`src/rtl/serial_two_kind_frame_parser_defines.svh`:
```
// Assertion helpers for the parser RTL (stkfp_parser).
`ifndef SERIAL_TWO_KIND_FRAME_PARSER_DEFINES_SVH
`define SERIAL_TWO_KIND_FRAME_PARSER_DEFINES_SVH

// Same-cycle implication, masked while reset is high.
`define STKFP_ASSERT_IMP(lbl, clk, rst, ante, cons) \
   lbl: assert property (@(posedge clk) disable iff (rst) (ante) |-> (cons)) \
      else $error("stkfp: same-cycle check failed");

// Next-cycle implication, masked while reset is high.
`define STKFP_ASSERT_NXT(lbl, clk, rst, ante, cons) \
   lbl: assert property (@(posedge clk) disable iff (rst) (ante) |=> (cons)) \
      else $error("stkfp: next-cycle check failed");

`endif

```
`src/rtl/stkfp_pkg.sv`:
```
`timescale 1ns / 1ps
package stkfp_pkg;

   localparam int BufDepth  = 64;
   localparam int AddrW     = $clog2(BufDepth);
   localparam int CountW    = AddrW + 1;
   localparam int NeedW     = 9;
   localparam int FailLimit = 7;
   localparam int ErrRunW   = 4;
   localparam int FifoDepth = 4;
   localparam int FifoAddrW = $clog2(FifoDepth);

   localparam logic [7:0] SyncByte       = 8'hFF;
   localparam logic [7:0] RespNeedsParam = 8'hA0;
   localparam logic [7:0] CodeLimitReset = 8'd175;
   localparam logic [7:0] AwaitedReset   = 8'd0;

   localparam logic KIND_CMD = 1'b0;
   localparam logic KIND_DEV = 1'b1;

   localparam logic CSR_AWAITED_CODE = 1'b0;
   localparam logic CSR_CODE_LIMIT   = 1'b1;

   typedef enum logic [2:0] {
      ST_OK, ST_BAD_CODE, ST_TOO_LONG, ST_CHECKSUM, ST_COLUMN, ST_ROW
   } status_type;

   typedef enum logic [2:0] {
      PS_IDLE, PS_SCAN, PS_READ, PS_GOT, PS_RESULT, PS_FINISH
   } pstate_type;

   typedef struct packed {
      logic [7:0] rx_byte;
      logic       chunk_end;
   } item_type;

   typedef struct packed {
      logic [7:0] awaited_code;
      logic [7:0] code_limit;
   } cfg_type;

   typedef struct packed {
      logic        frame_kind;
      status_type  status;
      logic [7:0]  code_byte;
      logic [23:0] device_id;
      logic [15:0] device_data;
      logic [7:0]  param_len;
      logic [7:0]  first_param;
      logic        response_matched;
      logic        stop_request;
      logic        last;
   } result_type;

   function automatic logic parity8(input logic [7:0] v);
      return ^v;
   endfunction

endpackage

```
`src/rtl/stkfp_req_if.sv`:
```
`timescale 1ns / 1ps
interface stkfp_req_if;
   logic       valid;
   logic       ready;
   logic [7:0] rx_byte;
   logic       chunk_end;

   modport source (output valid, rx_byte, chunk_end, input ready);
   modport sink (input valid, rx_byte, chunk_end, output ready);
endinterface

```
`src/rtl/stkfp_rsp_if.sv`:
```
`timescale 1ns / 1ps
interface stkfp_rsp_if;
   logic        valid;
   logic        ready;
   logic        frame_kind;
   logic [2:0]  status;
   logic [7:0]  code_byte;
   logic [23:0] device_id;
   logic [15:0] device_data;
   logic [7:0]  param_len;
   logic [7:0]  first_param;
   logic        response_matched;
   logic        stop_request;
   logic        last;

   modport source (output valid, frame_kind, status, code_byte, device_id, device_data,
                   param_len, first_param, response_matched, stop_request, last,
                   input ready);
   modport sink (input valid, frame_kind, status, code_byte, device_id, device_data,
                 param_len, first_param, response_matched, stop_request, last,
                 output ready);
endinterface

```
`src/rtl/serial_two_kind_frame_parser.sv`:
```
`timescale 1ns / 1ps
// Serial frame parser for command frames (FF FF FF, code, length, parameters, checksum)
// and 7-byte device frames. Bytes pass through a four-beat input queue into a 64-byte
// window; a byte is taken only while the parser is idle, and the parser then reads the
// window one byte at a time through its single memory read port. Each frame attempt
// restarts in SCAN, reads each byte through READ and GOT, and issues its result in
// RESULT. A frame that is not yet complete costs a restart and byte reads until the
// shortfall shows, and then FINISH closes the byte's work. After an error the window
// drops one byte and is read again from its new start. Each result beat is held back
// until the next one, or the end of the byte's work, is known, so that last is exact;
// the parser stalls while both the held beat and the output register are occupied.
module serial_two_kind_frame_parser (
   input logic          clock,
   input logic          reset,
   stkfp_req_if.sink    req,
   stkfp_rsp_if.source  rsp,
   input logic          csr_wr_en,
   input logic          csr_index,
   input logic [7:0]    csr_wdata
);
   import stkfp_pkg::*;

   cfg_type    cfg_ff, cfg_in;
   item_type   push_item, pop_item;
   logic       pop_valid, pop_ready;
   result_type result;

   always_comb begin
      cfg_in = cfg_ff;
      if (csr_wr_en) begin
         case (csr_index)
            CSR_AWAITED_CODE: cfg_in.awaited_code = csr_wdata;
            CSR_CODE_LIMIT:   cfg_in.code_limit   = csr_wdata;
            default:          cfg_in = cfg_ff;
         endcase
      end
   end

   always_ff @(posedge clock) begin
      if (reset) begin
         cfg_ff.awaited_code <= AwaitedReset;
         cfg_ff.code_limit   <= CodeLimitReset;
      end else begin
         cfg_ff <= cfg_in;
      end
   end

   assign push_item.rx_byte   = req.rx_byte;
   assign push_item.chunk_end = req.chunk_end;

   stkfp_fifo u_fifo (
      .clock      (clock),
      .reset      (reset),
      .push_valid (req.valid),
      .push_ready (req.ready),
      .push_data  (push_item),
      .pop_valid  (pop_valid),
      .pop_ready  (pop_ready),
      .pop_data   (pop_item)
   );

   stkfp_parser u_parser (
      .clock      (clock),
      .reset      (reset),
      .cfg        (cfg_ff),
      .item_valid (pop_valid),
      .item_ready (pop_ready),
      .item       (pop_item),
      .out_valid  (rsp.valid),
      .out_ready  (rsp.ready),
      .out_data   (result)
   );

   assign rsp.frame_kind       = result.frame_kind;
   assign rsp.status           = result.status;
   assign rsp.code_byte        = result.code_byte;
   assign rsp.device_id        = result.device_id;
   assign rsp.device_data      = result.device_data;
   assign rsp.param_len        = result.param_len;
   assign rsp.first_param      = result.first_param;
   assign rsp.response_matched = result.response_matched;
   assign rsp.stop_request     = result.stop_request;
   assign rsp.last             = result.last;
endmodule

```
`src/rtl/stkfp_fifo.sv`:
```
`timescale 1ns / 1ps
module stkfp_fifo (
   input  logic                clock,
   input  logic                reset,
   input  logic                push_valid,
   output logic                push_ready,
   input  stkfp_pkg::item_type push_data,
   output logic                pop_valid,
   input  logic                pop_ready,
   output stkfp_pkg::item_type pop_data
);
   import stkfp_pkg::*;

   item_type               slots_ff [FifoDepth];
   logic [FifoAddrW-1:0]   head_ff, head_in, tail_ff, tail_in;
   logic [FifoAddrW:0]     fill_ff, fill_in;
   logic                   do_push, do_pop;

   assign push_ready = (fill_ff != (FifoAddrW + 1)'(FifoDepth));
   assign pop_valid  = (fill_ff != '0);
   assign pop_data   = slots_ff[head_ff];
   assign do_push    = push_valid && push_ready;
   assign do_pop     = pop_valid && pop_ready;

   always_comb begin
      head_in = do_pop ? head_ff + 1'b1 : head_ff;
      tail_in = do_push ? tail_ff + 1'b1 : tail_ff;
      fill_in = fill_ff + (FifoAddrW + 1)'(do_push) - (FifoAddrW + 1)'(do_pop);
   end

   always_ff @(posedge clock) begin
      if (reset) begin
         head_ff <= '0;
         tail_ff <= '0;
         fill_ff <= '0;
      end else begin
         head_ff <= head_in;
         tail_ff <= tail_in;
         fill_ff <= fill_in;
      end
   end

   always_ff @(posedge clock) begin
      if (do_push) begin
         slots_ff[tail_ff] <= push_data;
      end
   end
endmodule

```
`src/rtl/stkfp_parser.sv`:
```
`timescale 1ns / 1ps
`include "serial_two_kind_frame_parser_defines.svh"
module stkfp_parser (
   input  logic                  clock,
   input  logic                  reset,
   input  stkfp_pkg::cfg_type    cfg,
   input  logic                  item_valid,
   output logic                  item_ready,
   input  stkfp_pkg::item_type   item,
   output logic                  out_valid,
   input  logic                  out_ready,
   output stkfp_pkg::result_type out_data
);
   import stkfp_pkg::*;

   logic [7:0]         mem [BufDepth];
   logic [7:0]         rd_data_ff;
   logic [AddrW-1:0]   rd_addr, wr_addr;
   logic               wr_en;

   pstate_type         state_ff, state_in;
   logic [CountW-1:0]  count_ff, count_in;
   logic [AddrW-1:0]   start_ff, start_in;
   logic [AddrW-1:0]   k_ff, k_in;
   logic [ErrRunW-1:0] errrun_ff, errrun_in;
   logic [7:0]         bytes_ff [5];
   logic [7:0]         bytes_in [5];
   logic [4:0]         par_ff, par_in;
   logic [7:0]         xor_ff, xor_in, sum_ff, sum_in;
   logic [7:0]         code_ff, code_in, len_ff, len_in, fparam_ff, fparam_in;
   logic               col_ok_ff, col_ok_in, cmd_ff, cmd_in, chunk_ff, chunk_in;
   result_type         new_ff, new_in, held_ff, held_in, out_ff, out_in;
   logic [CountW-1:0]  consume_ff, consume_in;
   logic               held_valid_ff, held_valid_in, out_valid_ff, out_valid_in;

   // Decisions taken while a window byte is examined.
   logic               got_result, got_finish;
   logic               slot_free, proceed;
   logic               is_cmd;
   logic [NeedW-1:0]   need;
   logic [7:0]         d;
   logic [ErrRunW-1:0] err_next;
   status_type         st;

   assign d         = rd_data_ff;
   assign need      = NeedW'(6) + NeedW'(len_ff);
   assign slot_free = !out_valid_ff || out_ready;
   assign proceed   = !held_valid_ff || slot_free;
   assign rd_addr   = start_ff + k_ff;
   assign item_ready = (state_ff == PS_IDLE);
   assign wr_en     = item_valid && item_ready;
   assign wr_addr   = (count_ff == CountW'(BufDepth)) ? start_ff
                                                      : start_ff + count_ff[AddrW-1:0];
   assign out_valid = out_valid_ff;
   assign out_data  = out_ff;
   assign is_cmd    = (bytes_ff[0] == SyncByte) && (bytes_ff[1] == SyncByte) &&
                      (d == SyncByte);

   always_ff @(posedge clock) begin
      if (wr_en) begin
         mem[wr_addr] <= item.rx_byte;
      end
      rd_data_ff <= mem[rd_addr];
   end

   // Classification of the byte just read.
   always_comb begin
      got_result = 1'b0;
      got_finish = 1'b0;
      st         = ST_OK;
      if (k_ff == AddrW'(2)) begin
         if (is_cmd && count_ff < CountW'(6)) begin
            got_finish = 1'b1;
         end else if (!is_cmd && count_ff < CountW'(7)) begin
            got_finish = 1'b1;
         end
      end else if (cmd_ff && k_ff >= AddrW'(5)) begin
         if (k_ff == AddrW'(5) && code_ff >= cfg.code_limit) begin
            got_result = 1'b1;
            st         = ST_BAD_CODE;
         end else if (k_ff == AddrW'(5) && need > NeedW'(BufDepth)) begin
            got_result = 1'b1;
            st         = ST_TOO_LONG;
         end else if (k_ff == AddrW'(5) && NeedW'(count_ff) < need) begin
            got_finish = 1'b1;
         end else if (NeedW'(k_ff) == need - NeedW'(1)) begin
            got_result = 1'b1;
            st         = (sum_ff == d) ? ST_OK : ST_CHECKSUM;
         end
      end else if (!cmd_ff && k_ff == AddrW'(6)) begin
         got_result = 1'b1;
         if (!col_ok_ff) begin
            st = ST_COLUMN;
         end else if ((par_ff[0] ^ d[7]) != 1'b1 || (par_ff[1] ^ d[6]) != 1'b1 ||
                      (par_ff[2] ^ d[5]) != 1'b1 || (par_ff[3] ^ d[4]) != 1'b1 ||
                      (par_ff[4] ^ d[3]) != 1'b1) begin
            st = ST_ROW;
         end
      end
   end

   // Next state.
   always_comb begin
      state_in = state_ff;
      case (state_ff)
         PS_IDLE: begin
            if (wr_en) begin
               state_in = PS_SCAN;
            end
         end
         PS_SCAN: begin
            state_in = (count_ff < CountW'(3)) ? PS_FINISH : PS_READ;
         end
         PS_READ: begin
            state_in = PS_GOT;
         end
         PS_GOT: begin
            if (got_finish) begin
               state_in = PS_FINISH;
            end else if (got_result) begin
               state_in = PS_RESULT;
            end else begin
               state_in = PS_READ;
            end
         end
         PS_RESULT: begin
            if (proceed) begin
               state_in = PS_SCAN;
            end
         end
         PS_FINISH: begin
            if (proceed) begin
               state_in = PS_IDLE;
            end
         end
         default: begin
            state_in = PS_IDLE;
         end
      endcase
   end

   // Datapath and outputs.
   always_comb begin
      count_in      = count_ff;
      start_in      = start_ff;
      k_in          = k_ff;
      errrun_in     = errrun_ff;
      bytes_in      = bytes_ff;
      par_in        = par_ff;
      xor_in        = xor_ff;
      sum_in        = sum_ff;
      code_in       = code_ff;
      len_in        = len_ff;
      fparam_in     = fparam_ff;
      col_ok_in     = col_ok_ff;
      cmd_in        = cmd_ff;
      chunk_in      = chunk_ff;
      new_in        = new_ff;
      consume_in    = consume_ff;
      held_in       = held_ff;
      held_valid_in = held_valid_ff;
      out_in        = out_ff;
      out_valid_in  = out_valid_ff && !out_ready;
      err_next      = (errrun_ff == '1) ? errrun_ff : errrun_ff + 1'b1;
      if (state_ff == PS_GOT && k_ff == AddrW'(2)) begin
         cmd_in = is_cmd;
      end
      case (state_ff)
         PS_IDLE: begin
            if (wr_en) begin
               chunk_in = item.chunk_end;
               if (count_ff == CountW'(BufDepth)) begin
                  start_in = start_ff + 1'b1;
               end else begin
                  count_in = count_ff + 1'b1;
               end
            end
         end
         PS_SCAN: begin
            k_in   = '0;
            xor_in = '0;
            sum_in = '0;
         end
         PS_GOT: begin
            if (k_ff < AddrW'(5)) begin
               bytes_in[k_ff[2:0]] = d;
               par_in[k_ff[2:0]]   = parity8(d);
               xor_in              = xor_ff ^ d;
            end
            if (k_ff == AddrW'(3)) begin
               code_in = d;
            end
            if (k_ff == AddrW'(4)) begin
               len_in = d;
            end
            if (k_ff == AddrW'(5)) begin
               col_ok_in = (~xor_ff == d);
               fparam_in = (len_ff != '0) ? d : 8'd0;
            end
            if (k_ff >= AddrW'(3)) begin
               sum_in = sum_ff + d;
            end
            if (!got_finish && !got_result) begin
               k_in = k_ff + 1'b1;
            end
            new_in.status           = st;
            new_in.last             = 1'b0;
            new_in.stop_request     = 1'b0;
            new_in.response_matched = 1'b0;
            if (cmd_ff) begin
               new_in.frame_kind  = KIND_CMD;
               new_in.code_byte   = code_ff;
               new_in.device_id   = '0;
               new_in.device_data = '0;
               new_in.param_len   = len_ff;
               new_in.first_param = (k_ff == AddrW'(5)) ? fparam_in : fparam_ff;
               new_in.response_matched = (st == ST_OK) && (cfg.awaited_code != '0) &&
                  (code_ff == cfg.awaited_code) &&
                  ((code_ff != RespNeedsParam) || (len_ff != '0));
               consume_in = (st == ST_OK) ? need[CountW-1:0] : CountW'(1);
            end else begin
               new_in.frame_kind  = KIND_DEV;
               new_in.code_byte   = bytes_ff[3];
               new_in.device_id   = {bytes_ff[0], bytes_ff[1], bytes_ff[2]};
               new_in.device_data = {bytes_ff[3], bytes_ff[4]};
               new_in.param_len   = '0;
               new_in.first_param = '0;
               consume_in = (st == ST_OK) ? CountW'(7) : CountW'(1);
            end
         end
         PS_RESULT: begin
            if (proceed) begin
               if (held_valid_ff) begin
                  out_in       = held_ff;
                  out_valid_in = 1'b1;
               end
               held_in       = new_ff;
               held_valid_in = 1'b1;
               if (new_ff.status == ST_OK) begin
                  errrun_in            = '0;
                  held_in.stop_request = new_ff.response_matched;
               end else begin
                  errrun_in            = err_next;
                  held_in.stop_request = (err_next >= ErrRunW'(FailLimit));
               end
               start_in = start_ff + consume_ff[AddrW-1:0];
               count_in = count_ff - consume_ff;
            end
         end
         PS_FINISH: begin
            if (proceed) begin
               if (held_valid_ff) begin
                  out_in       = held_ff;
                  out_in.last  = 1'b1;
                  out_valid_in = 1'b1;
               end
               held_valid_in = 1'b0;
               if (chunk_ff) begin
                  count_in = '0;
                  start_in = '0;
               end
            end
         end
         default: begin
         end
      endcase
   end

   always_ff @(posedge clock) begin
      if (reset) begin
         state_ff      <= PS_IDLE;
         count_ff      <= '0;
         start_ff      <= '0;
         errrun_ff     <= '0;
         held_valid_ff <= 1'b0;
         out_valid_ff  <= 1'b0;
      end else begin
         state_ff      <= state_in;
         count_ff      <= count_in;
         start_ff      <= start_in;
         errrun_ff     <= errrun_in;
         held_valid_ff <= held_valid_in;
         out_valid_ff  <= out_valid_in;
      end
   end

   always_ff @(posedge clock) begin
      k_ff       <= k_in;
      bytes_ff   <= bytes_in;
      par_ff     <= par_in;
      xor_ff     <= xor_in;
      sum_ff     <= sum_in;
      code_ff    <= code_in;
      len_ff     <= len_in;
      fparam_ff  <= fparam_in;
      col_ok_ff  <= col_ok_in;
      cmd_ff     <= cmd_in;
      chunk_ff   <= chunk_in;
      new_ff     <= new_in;
      consume_ff <= consume_in;
      held_ff    <= held_in;
      out_ff     <= out_in;
   end

   `STKFP_ASSERT_IMP(a_count_bound, clock, reset, 1'b1, count_ff <= CountW'(BufDepth))
   `STKFP_ASSERT_IMP(a_match_is_good_cmd, clock, reset, out_valid_ff && out_ff.response_matched,
      out_ff.status == ST_OK && out_ff.frame_kind == KIND_CMD)
   `STKFP_ASSERT_IMP(a_stop_cause, clock, reset,
      out_valid_ff && out_ff.stop_request && !out_ff.response_matched,
      out_ff.status != ST_OK)
   `STKFP_ASSERT_NXT(a_good_clears_run, clock, reset,
      state_ff == PS_RESULT && proceed && new_ff.status == ST_OK, errrun_ff == '0)
   `STKFP_ASSERT_NXT(a_finish_drains, clock, reset, state_ff == PS_FINISH && proceed,
      !held_valid_ff)
endmodule

```
`src/flat_wrapper.sv`:
```
// flat-port wrapper written by rule: the top's interface ports become plain ports
module serial_two_kind_frame_parser_flat import stkfp_pkg::*;
  (clock, reset, csr_wr_en, csr_index, csr_wdata, req_valid, req_rx_byte, req_chunk_end, req_ready, rsp_valid, rsp_frame_kind, rsp_status, rsp_code_byte, rsp_device_id, rsp_device_data, rsp_param_len, rsp_first_param, rsp_response_matched, rsp_stop_request, rsp_last, rsp_ready);
  stkfp_req_if req_i ();
  stkfp_rsp_if rsp_i ();
  input logic clock;
  input logic reset;
  input logic csr_wr_en;
  input logic csr_index;
  input logic [7:0] csr_wdata;
  input wire logic [$bits(req_i.valid)-1:0] req_valid;
  input wire logic [$bits(req_i.rx_byte)-1:0] req_rx_byte;
  input wire logic [$bits(req_i.chunk_end)-1:0] req_chunk_end;
  output wire logic [$bits(req_i.ready)-1:0] req_ready;
  output wire logic [$bits(rsp_i.valid)-1:0] rsp_valid;
  output wire logic [$bits(rsp_i.frame_kind)-1:0] rsp_frame_kind;
  output wire logic [$bits(rsp_i.status)-1:0] rsp_status;
  output wire logic [$bits(rsp_i.code_byte)-1:0] rsp_code_byte;
  output wire logic [$bits(rsp_i.device_id)-1:0] rsp_device_id;
  output wire logic [$bits(rsp_i.device_data)-1:0] rsp_device_data;
  output wire logic [$bits(rsp_i.param_len)-1:0] rsp_param_len;
  output wire logic [$bits(rsp_i.first_param)-1:0] rsp_first_param;
  output wire logic [$bits(rsp_i.response_matched)-1:0] rsp_response_matched;
  output wire logic [$bits(rsp_i.stop_request)-1:0] rsp_stop_request;
  output wire logic [$bits(rsp_i.last)-1:0] rsp_last;
  input wire logic [$bits(rsp_i.ready)-1:0] rsp_ready;
  assign req_i.valid = req_valid;
  assign req_i.rx_byte = req_rx_byte;
  assign req_i.chunk_end = req_chunk_end;
  assign req_ready = req_i.ready;
  assign rsp_valid = rsp_i.valid;
  assign rsp_frame_kind = rsp_i.frame_kind;
  assign rsp_status = rsp_i.status;
  assign rsp_code_byte = rsp_i.code_byte;
  assign rsp_device_id = rsp_i.device_id;
  assign rsp_device_data = rsp_i.device_data;
  assign rsp_param_len = rsp_i.param_len;
  assign rsp_first_param = rsp_i.first_param;
  assign rsp_response_matched = rsp_i.response_matched;
  assign rsp_stop_request = rsp_i.stop_request;
  assign rsp_last = rsp_i.last;
  assign rsp_i.ready = rsp_ready;
  serial_two_kind_frame_parser u_core (.clock(clock), .reset(reset), .req(req_i), .rsp(rsp_i), .csr_wr_en(csr_wr_en), .csr_index(csr_index), .csr_wdata(csr_wdata));
endmodule
```
`config.mk`:
```
export PLATFORM = sky130hd
export DESIGN_NAME = serial_two_kind_frame_parser_flat
export DESIGN_NICKNAME = d
export VERILOG_FILES = /design/src/rtl/stkfp_pkg.sv /design/src/rtl/stkfp_req_if.sv /design/src/rtl/stkfp_rsp_if.sv /design/src/rtl/serial_two_kind_frame_parser.sv /design/src/rtl/stkfp_fifo.sv /design/src/rtl/stkfp_parser.sv /design/src/flat_wrapper.sv
export VERILOG_INCLUDE_DIRS = /design/src /design/src/rtl
export SDC_FILE = /design/constraint.sdc
export NUM_CORES = 1
export LEC_CHECK = 0
export BUFFER_PORTS_ARGS = -buffer_cell sky130_fd_sc_hd__buf_4
export CORE_MARGIN = 5
export CORE_UTILIZATION = 40
export DETAILED_ROUTE_END_ITERATION = 8
export GPL_TIMING_DRIVEN = 0
export SYNTH_ARGS = -nofsm -noshare
export SYNTH_HDL_FRONTEND = slang
export SYNTH_HIERARCHICAL = 1
export SYNTH_SLANG_ARGS = --single-unit
export TNS_END_PERCENT = 50
```
`constraint.sdc`:
```
create_clock -name clock -period 6.45 [get_ports clock]
set_input_delay 0.3225 -clock clock [delete_from_list [all_inputs] [get_ports clock]]
set_output_delay 0.3225 -clock clock [all_outputs]
set_load 0.01 [all_outputs]
```
## Yosys cells after proc, flatten, opt, wreduce, memory -nomap -nowiden

Memories as Yosys holds them, arrays and structs flattened. A register that Yosys moved wholly into a read port is not among the register bits.
Index checks and enable logic that the tools add are counted.
W data, S select, Z words.

- Register bits after elaboration: 356
- Latch bits: 0
- Memory bits (writable): 548
- Bits in read-only memories: 0
- Bits of input ports: 23
- Output and inout port bits: 73
- Logic and storage cells: 275
- Memories: 2

- Add/sub/neg operators: 15
- Multiply operators: 0
- Divide/modulo/power cells: 0
- Magnitude comparators: 14
- Equality and inequality tests: 32
- Shift-type cells: 0
- Muxes and demuxes: 84
- Bitwise logic cells: 14
- Reduce and logical (&&, ||, !) cells: 60

Memory list:

| name | depth | bits a word | rd ports | clocked after Yosys merged registers in | write ports | line | source |
|---|---|---|---|---|---|---|---|
| u_core.u_parser.mem | 64 | 8 | 1 | 1 | 1 | stkfp_parser.sv:16 | `logic [7:0] mem [BufDepth];` |
| u_core.u_fifo.slots_ff | 4 | 9 | 1 | 1 | 1 | stkfp_fifo.sv:14 | `item_type slots_ff [FifoDepth];` |

Operator list:

| kind | count |
|---|---|
| $mux W71 | 4 |
| $pmux W71 S2 | 1 |
| $mux W64 | 1 |
| $mux W7 | 7 |
| $mux W8 | 6 |
| $mux W6 | 7 |
| $bwmux W40 | 1 |
| $mux W3 | 12 |
| $pmux W8 S2 | 2 |
| $mux W1 | 26 |
| $demux W8 S3 | 1 |
| $eq A8 B8 Y1 | 3 |
| $eq A8 B8 Y1 const B | 3 |
| $reduce_and A2 Y1 | 11 |
| $pmux W7 S3 | 1 |
| $logic_and A1 B1 Y1 | 19 |
| $add A6 B6 Y6 | 3 |
| $eq A6 B3 Y1 const B | 3 |
| $pmux W3 S6 | 1 |
| $pmux W6 S3 | 1 |
| $reduce_bool A8 Y1 | 2 |
| $lt A7 B3 Y1 const B | 2 |
| $mux W2 | 7 |
| $ne A2 B2 Y1 const B | 7 |
| 52 further kinds | 88 |

## Depth between registers and ports, before layout

- Depth in word-level cells: 15
- Mapped depth: 14
- Mapped depth without buffers: 13

## By module

Netlist, hierarchy kept.

Modules (own cells, without submodules):

| module | instances | cells each | area each (µm²) | seq. area each (µm²) |
|---|---|---|---|---|
| stkfp_parser | 1 | 1801 | 33862.5 | 25314.3 |
| stkfp_fifo | 1 | 96 | 1790.5 | 1261.2 |
| serial_two_kind_frame_parser | 1 | 64 | 688.2 | 320.3 |

## Worst setup path after synthesis

Ideal clock, no wire load.

- Path kind: register to register
- Start point: register u_core.u_parser.state_ff[0]
- End point: register u_core.u_parser.errrun_ff[0]
- Library setup time: 0.128 ns
- Arrival: 4.707 ns
- Path slack: 1.616 ns
- Stages on the path, launching flop included: 7
- Buffers on the path: 0
- Clock period less this slack: 4.834 ns
- Cell sequence: dfxtp_1 > nor2_1 > nand2_1 > nor2_1 > o21ai_0 > a21oi_1 > nor2_1

- Longest elaborated chain between the ends: 2

RTL lines:

| what | line | source |
|---|---|---|
| start, declared | stkfp_parser.sv:21 | `pstate_type state_ff, state_in;` |
| start signal, assigned | stkfp_parser.sv:278 | `state_ff <= state_in;` |
| $eq A3 B3 Y1 | stkfp_parser.sv:168 | `case (state_ff)` |
| $reduce_and A2 Y1 (no line) | - |  |
| end signal, assigned | stkfp_parser.sv:281 | `errrun_ff <= errrun_in;` |
| end, declared | stkfp_parser.sv:25 | `logic [ErrRunW-1:0] errrun_ff, errrun_in;` |

No other way between the ends.
A chain may end at the register's enable or synchronous reset.

## Worst setup path after layout

- Start point: register u_core.u_parser.k_ff[0]
- End point: register u_core.u_parser.rd_data_ff[7] (netlist: u_core/u_parser/d[7]) (read register of u_core.u_parser.mem)

- Longest elaborated chain between the ends: 1

RTL lines:

| what | line | source |
|---|---|---|
| start, declared | stkfp_parser.sv:24 | `logic [AddrW-1:0] k_ff, k_in;` |
| start signal, assigned | stkfp_parser.sv:288 | `k_ff <= k_in;` |
| $add A6 B6 Y6 | stkfp_parser.sv:49 | `assign rd_addr = start_ff + k_ff;` |
| end, declared | stkfp_parser.sv:17 | `logic [7:0] rd_data_ff;` |

No other way between the ends.

==> reports/results.ini <==
[outcome]
status = finished, final reports clean

[global_route]
grt_max_degree = 67
grt_pass1_wl_mm = 117
globalRoute.totalOverflow = 0
antenna_found_initial = 0
first_global_vias = 18936
track_usage_pct = 15.8

[final_layout]
instances_no_fill = 3433
mostFrequentLayoutCells = edfxtp_1, mux4_2, buf_4
utilization_pct = 46.6
drive_gt1_share_pct = 21.0
final_common_cell = edfxtp_1
antennaDiodeCount = 0
design_area_um2 = 42000
layout.nets = 2274
area_growth_pct = 15.5
fillers = 7503

[logic_synthesis]
synth-seq-cells = 914
synthesis.nets = 2051
synth_ff_type = edfxtp_1
yosys_warnings = 6
synth-async-reset-ratio_pct = 0
syn_area_um2 = 36300
syn_avg_cell_area_um2 = 18.5
yosysSeqAreaShare_pct = 74.0
syn_inst = 1961
synth_cell_type_count = 76
synth-edff-count = 859

[placed_design]
dpl-instance-area_um2 = 38700
port-buffer-count = 95
dp_slack_ns = 1.96
place_hpwl_mm = 51.3
gp_congestion = 0.843
placed_cells = 3239

[worst_setup_path]
crit_path_end = u_core/u_parser/d[7]
endpoint_kind = flop
cp-start-kind = flop
crit_chain = ha_1, fa_1, buf_2, clkbuf_1, clkbuf_1, mux4_2, mux4_2, mux2i_1, a21oi_1
critPathLaunch = u_core/u_parser/k_ff[0]
slowest_delay_ns = 0.72
r2r_end = u_core/u_parser/d[7]
critPathKind = flop to flop
arrival_ns = 5.02
required_ns = 6.95
r2r-start = u_core/u_parser/k_ff[0]
cp_slowest_cell = clkbuf_1
ff2ff_path_depth = 9
ff2ff_setup_slack_ns = 1.93
crit_fanout = 10

[routing]
drt_iter0_drc = 1487
finalWirelength_mm = 77.1
drt-pass1-iter-count = 5
ant_nets = 0
drc = 0
viasPerCell = 5.34
num_vias = 18322
wl_per_cell_um = 22.4

[power]
p_leak_nw = 13.8
powerDensity_nw_per_um2 = 431
irDropWorstVdd_mv = 0.225

[floorplan]
die_h_um = 311
start_util_pct = 40.3
die-area_um2 = 97000
io_pins = 96
core_area_um2 = 90100
die_x_um = 311
rows = 110

[clock_network]
ctsResizeCount = 0
cts_setup_buffers = 0
htreeDepth = 3
cts_inserted_buffers = 93
path_clk_slew_ns = 0.06
clk_root_buffer_cell = clkbuf_16
clock_sinks = 914
clk_path_buf_depth = 3
tritoncts = yes
clk_latency_ns = 0.66

[timing]
final.setup.worst_slack_ns = 1.93
fin_skew_ns = 0.0282
finalHoldViolations = 0
finalSetupViolCount = 0
rsz0062_at_grt = false
max_freq_mhz = 221
maxSlewHeadroom_pct = 2.12
setup-tns-final_ns = 0
slew_viol_final = 0
period_share_pct = 70.1
worstMarginPinSlew_ns = 1.46
finalCriticalPeriod_ns = 4.52

[worst_hold_path]
hold_path.class = primary input to flop

[job]
cap_violations = 0

## critical path, delay by kind of cell (launching register included)
family / cells / cell delay (ns)
buffers and inverters: 3 / 1.64
AOI/OAI and AO/OA: 1 / 0.16
adders and majority gates: 2 / 0.82
muxes: 3 / 1.26
DFF: 1 / 0.47
## timing repair
item,CTS,global route
hold endpoints to repair,49,0
hold buffers,18,0
setup endpoints to repair,0,0
## synthesized netlist by cell type (all sizes together), types with 7 or more instances
master | n | share of area, %
and3 | 23 | 0.40
nor2b | 63 | 1.1
mux2i | 16 | 0.44
nor2 | 77 | 0.80
o21ai | 30 | 0.41
o21bai | 7 | 0.14
inv | 48 | 0.50
dfxtp | 55 | 3.0
nor4 | 10 | 0.17
clkbuf | 55 | 0.57
a21oi | 61 | 0.84
edfxtp | 859 | 71
xor2 | 23 | 0.55
and2 | 14 | 0.24
nand4 | 10 | 0.17
buf | 28 | 0.46
a211oi | 14 | 0.29
ha | 61 | 2.1
xnor2 | 37 | 0.91
nand3 | 22 | 0.30
nor3 | 97 | 1.3
a211o | 8 | 0.19
nand2 | 53 | 0.57
a21o | 15 | 0.31
mux4 | 169 | 10
nand2b | 23 | 0.40
## area by class of cell
| cell class | instances | area [µm²] | area share, % |
|---|---|---|---|
| timing repair buffer | 128 | 1080 | 2.58 |
| buffer | 83 | 377 | 0.897 |
| inverter | 48 | 183 | 0.435 |
| multi-input combinational | 916 | 8980 | 21.4 |
| clock inverter | 60 | 566 | 1.35 |
| tap | 1176 | 1470 | 3.50 |
| clock buffer | 108 | 2440 | 5.80 |
| sequential | 914 | 26900 | 64.1 |
## worst min-delay path by stage
| stage | from | endpoint | slack [ns] | cells after the start |
|---|---|---|---|---|
| floorplan | u_core/u_parser/new_ff[10] | u_core/u_parser/held_ff[10] | 0.40 | 0 |
| finish | csr_wdata[0] | u_core/cfg_ff[0] | 0.05 | 3 |
| CTS | csr_wdata[0] | u_core/cfg_ff[0] | 0.003 | 3 |
| detailed placement | u_core/u_parser/new_ff[17] | u_core/u_parser/held_ff[17] | 0.40 | 0 |
| global route | csr_wdata[7] | u_core/cfg_ff[7] | 0.03 | 3 |
| global placement | u_core/u_parser/held_ff[5] | u_core/u_parser/out_data[5] | 0.40 | 0 |
## sequential cells by signal, indices dropped and copies added (netlist names), 16 cells and up, named ones only
| signal | count |
|---|---|
| u_core/cfg_ff | 16 |
| u_core/u_parser/bytes_ff | 40 |
| u_core/u_fifo/slots_ff | 36 |
| u_core/u_parser/new_ff | 69 |
| u_core/u_parser/out_data | 71 |
| u_core/u_parser/held_ff | 70 |
| u_core/u_parser/mem | 512 |
## routing by layer
layer	up-vias	global-route usage [%]	part of all wire, %
li1	8266	-	-
met1	9371	20.0	40
met2	545	27.4	51
met3	140	3.38	6.1
met4	0	4.73	2.7
met5	-	0	0
## power breakdown
part           total [mW]  internal [mW]  leakage, nW  switching [mW]
registers            7.75           7.44         8.21           0.317
logic                5.07           2.07         4.14            3.00
clock network        5.28           3.10         1.47            2.18
total                18.1           12.6         13.8            5.50
## cells by family after synthesis
family          synth area share (%)
fa+ha+maj                       2.43
compound gates                  3.22
simple gates                    6.20
flops                           74.0
mux                             11.0
buf+inv                         1.53
xor+xnor                        1.65
## through the flow
stage / total power [mW] / hold WS, ns
2_1_floorplan: 11.2 / 0.400
3_3_place_gp: 12.8 / 0.401
3_5_place_dp: 13.0 / 0.405
4_1_cts: 18.3 / 0.00306
5_1_grt: 18.9 / 0.0294
6_report: 18.1 / 0.0517
(Power assumes the default switching activity.)
